--- config.mk ---
export PLATFORM = sky130hd
export DESIGN_NAME = dete_cell
export DESIGN_NICKNAME = d
export VERILOG_FILES = /design/src/rtl/core/dete_pkg.sv /design/src/rtl/core/dete_cell.sv
export SDC_FILE = /design/constraint.sdc
export NUM_CORES = 1
export LEC_CHECK = 0
export ABC_AREA = 1
export BUFFER_PORTS_ARGS = -buffer_cell sky130_fd_sc_hd__buf_2
export CAP_MARGIN = 20
export CORE_MARGIN = 3
export CORE_UTILIZATION = 39
export CTS_CLUSTER_SIZE = 25
export DETAILED_ROUTE_END_ITERATION = 16
export GPL_ROUTABILITY_DRIVEN = 0
export PLACE_DENSITY = 0.78
export SETUP_SLACK_MARGIN = 0.02
export SYNTH_ARGS = -nofsm -noshare
export SYNTH_HDL_FRONTEND = slang
export SYNTH_SLANG_ARGS = --single-unit
--- constraint.sdc ---
create_clock -name clk -period 1.55 [get_ports clk]
set_clock_uncertainty 0.15 [all_clocks]
set_input_delay 0.0775 -clock clk [delete_from_list [all_inputs] [get_ports clk]]
set_output_delay 0.0775 -clock clk [all_outputs]
set_load 0.05 [all_outputs]
--- src/rtl/core/dete_pkg.sv ---
package dete_pkg;

    // Operation codes
    localparam logic [1:0] FUNC_ADD    = 2'd0;
    localparam logic [1:0] FUNC_REMOVE = 2'd1;
    localparam logic [1:0] FUNC_TEST   = 2'd2;
    localparam logic [1:0] FUNC_DEGREE = 2'd3;

    // Result status codes
    localparam logic [2:0] ST_OK      = 3'd0;
    localparam logic [2:0] ST_DUP     = 3'd1;
    localparam logic [2:0] ST_MISSING = 3'd2;
    localparam logic [2:0] ST_FULL    = 3'd3;
    localparam logic [2:0] ST_BADV    = 3'd4;

    // Vertex count register
    localparam int          VTOTAL_W     = 9;
    localparam logic [8:0]  VTOTAL_RESET = 9'd256;

    // Sequencer states
    typedef enum logic [3:0] {
        S_IDLE  = 4'b0001,
        S_CMP   = 4'b0010,
        S_APPLY = 4'b0100,
        S_FIN   = 4'b1000
    } seq_state_t;

    // Broadcast control from sequencer to every cell
    typedef struct packed {
        logic capture;   // register hit and degree bits
        logic load_new;  // append key at the cell whose index equals the count
        logic shift;     // cells at or above the hit take their upper neighbor
    } cell_ctrl_t;

endpackage

--- src/rtl/core/dete_cell.sv ---
module dete_cell #(
    parameter int VERTEX_BITS = 8,
    parameter int CNT_W       = 9,
    parameter int IDX_W       = 8,
    parameter int INDEX       = 0
) (
    input  logic                   clk,
    input  dete_pkg::cell_ctrl_t   ctrl,
    input  logic [CNT_W-1:0]       held_count,
    input  logic [IDX_W-1:0]       hit_pos,
    input  logic [VERTEX_BITS-1:0] key_src,
    input  logic [VERTEX_BITS-1:0] key_snk,
    input  logic [VERTEX_BITS-1:0] upper_src,
    input  logic [VERTEX_BITS-1:0] upper_snk,
    output logic [VERTEX_BITS-1:0] src,
    output logic [VERTEX_BITS-1:0] snk,
    output logic                   hit,
    output logic                   deg_bit
);

    localparam logic [CNT_W-1:0] MY_CNT = CNT_W'(INDEX);
    localparam logic [IDX_W-1:0] MY_IDX = IDX_W'(INDEX);

    logic [VERTEX_BITS-1:0] src_reg;
    logic [VERTEX_BITS-1:0] snk_reg;
    logic                   hit_reg;
    logic                   deg_reg;
    logic                   occupied;

    assign occupied = (MY_CNT < held_count);

    // Compare against the broadcast key
    always_ff @(posedge clk)
    begin
        if (ctrl.capture)
        begin
            hit_reg <= occupied && (src_reg == key_src) && (snk_reg == key_snk);
            deg_reg <= occupied && (src_reg == key_src);
        end
    end

    // Entry update: append or shift down from the neighbor
    always_ff @(posedge clk)
    begin
        if (ctrl.load_new && (held_count == MY_CNT))
        begin
            src_reg <= key_src;
            snk_reg <= key_snk;
        end
        else if (ctrl.shift && (MY_IDX >= hit_pos))
        begin
            src_reg <= upper_src;
            snk_reg <= upper_snk;
        end
    end

    assign src     = src_reg;
    assign snk     = snk_reg;
    assign hit     = hit_reg;
    assign deg_bit = deg_reg;

endmodule

### Yosys cells after proc, flatten, opt, wreduce, memory -nomap -nowiden

Cells that the tools add are included.

* order comparisons: 2
* mux-type cells: 4
* eq/ne operators: 2
* reductions and logical operators: 6

Operator list (count)
* $mux W8: 4
* $eq A8 B8 Y1: 2
* $logic_not A9 Y1: 1
* $lt A1 B9 Y1 const A: 1
* $ge A1 B8 Y1 const A: 1
* $logic_and A1 B1 Y1: 4
* $reduce_bool A2 Y1: 1

* output and inout bits: 18
* register bits: 18
* input port bits: 53

### Longest topological paths before layout

* word-level depth: 4
* mapped depth: 7
* depth with buffers taken out: 7

### Worst setup path before layout

Ideal clock, no wire load.

* path kind: in2reg
* from: input held_count[5]
* to: register snk_reg[0], in the netlist snk[0], enable pin
* library setup time: 372 ps
* arrival time: 1113 ps
* path slack: -84 ps
* buffers on the path: 1
* stages on the path: 5
* cells stage by stage: or2_1 nor2_2 nand3_4 buf_6 nand2_1

* cells in the longest elaborated chain, start to end: 3

Ends and longest elaborated chain
* start: declaration: RTL line dete_cell.sv:9 `input logic [CNT_W-1:0] held_count,`
* $logic_not A9 Y1: RTL line dete_cell.sv:45 `if (ctrl.load_new && (held_count == MY_CNT))`
* $logic_and A1 B1 Y1: RTL line dete_cell.sv:45
* $reduce_bool A2 Y1 (no source line)
* end signal: assignment: RTL line dete_cell.sv:48 `snk_reg <= key_snk;`
* end signal: assignment: RTL line dete_cell.sv:53 `snk_reg <= upper_snk;`
* end: declaration: RTL line dete_cell.sv:25 `logic [VERTEX_BITS-1:0] snk_reg;`

Every way passes these cells.
A chain may end at the register's enable or synchronous reset.

### Worst setup path after layout

* from: input key_src[0]
* to: register hit_reg, in the netlist hit (data pin)

* cells in the longest elaborated chain, start to end: 3

Ends and longest elaborated chain
* start: declaration: RTL line dete_cell.sv:11 `input logic [VERTEX_BITS-1:0] key_src,`
* $eq A8 B8 Y1: RTL line dete_cell.sv:37 `hit_reg <= occupied && (src_reg == key_src) && (snk_reg == key_snk);`
* $logic_and A1 B1 Y1 (2 in series): RTL line dete_cell.sv:37
* end signal: assignment: RTL line dete_cell.sv:37
* end: declaration: RTL line dete_cell.sv:26 `logic hit_reg;`

Every way passes these cells.

==> key figures <==
Logic synthesis
  – Ys async rst share: 0%
  – XOR/XNOR share of the synthesized area: just under 9%
  – Post-synth EDFFs: 18
  – Synth warn: 0
  – Synthesized flop and latch total: 18
  – Syn Area/Cell: approximately 9.4 sq um
  – Synth Area in Compound Gates: a little under an eighth
  – Post-Syn Nets: ~180
  – Synth Area in Adders: 0%
  – Synthesized cell area: approximately 1200 sq um
  – Sequential-to-total area share from yosys stat: between 40% and 50%
  – Mux cell area share after synthesis: 0%
  – Post-synth top flop: edfxtp_1
  – Post-Syn Instances: ~130
  – Netlist cell types: 15
  – Dominant combinational cell family by area after synthesis: simple AND/OR/NAND/NOR gates
  – Synth Area in Simple Gates: between 20% and 30%

Pwr
  – P_leak: roughly 0.94 nW
  – Power Density: around 520 nW/um^2
  – Peak VDD IR: approximately 290 uV

Drt
  – Via density: around 4.4
  – DRT iter0 DRCs: 16
  – Via Count: approximately 1200
  – DRT Wirelength: approximately 3.1 mm
  – DR pass1 iterations: 4
  – Post-DRT Antenna Nets: 0
  – Routed length per placed instance: about 12 microns
  – Drt drc: 0

Worst setup path
  – Crit Path Class: primary input to flip-flop
  – Critical path cell sequence: dlygate4sd3_1, buf_2, xnor2_1, nand2_1, nor2_1, nand3_1, nor2_1
  – Crit path largest cell delay: 0.53 ns
  – FF-to-FF End: hit
  – Worst setup EP type: flip-flop
  – CP top delay family: buffers and inverters
  – Most used cell, CP: nor2_1
  – Required @ worst endpoint: between 1.5 and 2 ns
  – Reg2reg start: src[0]
  – Worst EP arrival: 1.43 ns
  – Setup slack, reg-to-reg: around 0.12 ns
  – Stages on the worst setup path: 7
  – Crit-path max FO: 2
  – Worst Path Buf+Inv: 2
  – Setup crit start kind: primary input
  – R2R cell count: 5
  – Critical path's slowest cell: dlygate4sd3_1

Global routing
  – GRT Total Usage: between 10% and 20%
  – Grt ovf: 0
  – Initial antenna violation count: 0
  – Number of global-route vias before repair: roughly 1200
  – Pin count of the biggest net entering global routing: 17
  – First-pass GRT wire length: between 4 and 5 mm

Floorplanning
  – Die extent in y: ~61 microns
  – I/O Pins: between 70 and 80
  – Die area: 3720 sq um
  – Core ar.: ~2800 sq um
  – Standard-cell row count: 19
  – Starting density of the core: between 40% and 50%
  – Die Width: between 60 and 70 microns

Timing
  – Worst-Margin Slew: between 0.2 and 0.3 ns
  – Hold Vio Cnt, Final: 0
  – Fin crit period: around 1.4 ns
  – Slew headroom: between 80% and 90%
  – Fmax: ~700 MHz
  – Tcrit/Tclk final: between 90% and 100%
  – Setup violators final: 0
  – Slew Limit Fails: 0
  – Setup_tns: 0 ns
  – Unrepaired setup endpoints after global routing: no

Flow run
  – Max-cap violations: 0

Finish
  – Fillers: between 200 and 250
  – Antenna Cells: 0
  – Share of cells above drive strength 1: a little under half
  – Post-layout net count: 286
  – Layout area overhead: 63.7%
  – Non-Filler Instances: roughly 260

Status
  – Status: finished, final reports clean

Clocking
  – Clock Path Buffers: 2
  – Post-CTS Resized: 0
  – CTS tree: yes
  – H-tree Lvls: 1
  – Worst skew pair latency: 0.29 ns
  – Root Buffer: clkbuf_4
  – Worst-path clk slew: between 0.1 and 0.15 ns
  – TritonCTS buffer count: 3
  – Clock Sinks: 18

Worst hold path
  – Hold_sp: key_snk[7]
  – Hold Crit Depth: 3
  – Hold EP: snk[7]
  – Path category of the worst min-delay check: primary input to flip-flop

Place
  – Buffers on Ports: 70
  – Placed cells: between 200 and 250
  – Final HPWL DP: about 2.1 mm
layout by cell type, fill, tap and decap left out:
cell type / instances
inv_1: 21
or2_1: 1
nor4_1: 1
buf_2: 70
nor2_1: 8
nor3_4: 1
buf_12: 2
buf_4: 1
nor2_2: 1
nand3_4: 1
xnor2_1: 12
edfxtp_1: 18
o21ai_2: 16
clkbuf_4: 3
dlygate4sd3_1: 32
clkinv_1: 1
nor3b_1: 1
nand2_1: 26
nand3_1: 2
nand2_2: 14
kinds of logic after synthesis:
group | after synthesis
XOR/XNOR | 12
buffers and inverters | 24
flip-flops | 18
AO/OA/AOI/OAI | 16
AND/OR/NAND/NOR | 56
through the flow:
stage          setup WS, ns  util (%)  area, sq um  hold slack (ns)  power (W)
4_1_cts               0.171      68.3         1930          0.00470    0.00102
2_1_floorplan        0.0936         -         1180           0.0400   0.000634
6_report              0.120      68.3         1930           0.0107    0.00101
3_3_place_gp          0.117      56.1         1590            0.153   0.000718
3_5_place_dp         0.0954      56.1         1590            0.152   0.000722
5_1_grt              0.0363      68.3         1930           0.0310    0.00108
per-layer routing:
| layer | up-vias | GRT usage (%) | share of wire [%] |
|---|---|---|---|
| met5 | - | 0 | 0 |
| met4 | 0 | 3.72 | 0.13 |
| met3 | 2 | 2.94 | 5.7 |
| met2 | 49 | 35.0 | 55 |
| met1 | 507 | 18.7 | 39 |
| li1 | 612 | - | - |
Yosys cell counts (2+ instances only):
cell type / instances / share of area (%)
nand3_1: 2 / 0.85
edfxtp_1: 18 / 46
inv_1: 21 / 6.7
buf_6: 3 / 2.9
nand2_1: 27 / 8.6
o21ai_2: 16 / 12
nor2_1: 8 / 2.5
xnor2_1: 12 / 8.9
nand2_2: 13 / 6.9
area by class of cell:
type,instances,area [sq um],share of cell area [%]
Sequential cell,18,541,28.0
Inverter,21,78.8,4.08
Timing Repair Buffer,105,718,37.2
Clock buffer,3,22.5,1.17
Tap cell,31,38.8,2.01
Multi-Input combinational cell,84,531,27.4
Clock inverter,1,3.75,0.194
where the power goes:
part           leakage (nW)  switching (W)  internal, W  total (W)
clock network        0.0154       0.000143    0.0000934   0.000237
registers             0.165     0.00000115     0.000537   0.000538
logic                 0.758      0.0000944     0.000141   0.000236
worst max path at each step:
| stage | startpoint | end | slack, ns |
|---|---|---|---|
| 5_1_grt | src[0] | hit | 0.04 |
| 3_3_place_gp | held_count[5] | src[3] | 0.12 |
| 3_5_place_dp | held_count[5] | src[3] | 0.1 |
| 4_1_cts | src[0] | hit | 0.17 |
| 2_1_floorplan | held_count[5] | snk[0] | 0.09 |
| 6_report | key_src[0] | hit | 0.12 |
worst register-to-register path: stages (launching register included):
cell and delay (ns):
edfxtp_1 0.44, xnor2_1 0.19, nand2_1 0.08, nor2_1 0.18, nand3_1 0.13, nor2_1 0.12
repair_timing:
item,in CTS,in global routing
buffers inserted,0,0
hold buffers,32,0
endpoints found under the setup margin,0,0
hold endpoints to repair,18,0
No activity file was read; power rests on OpenSTA's default activity.
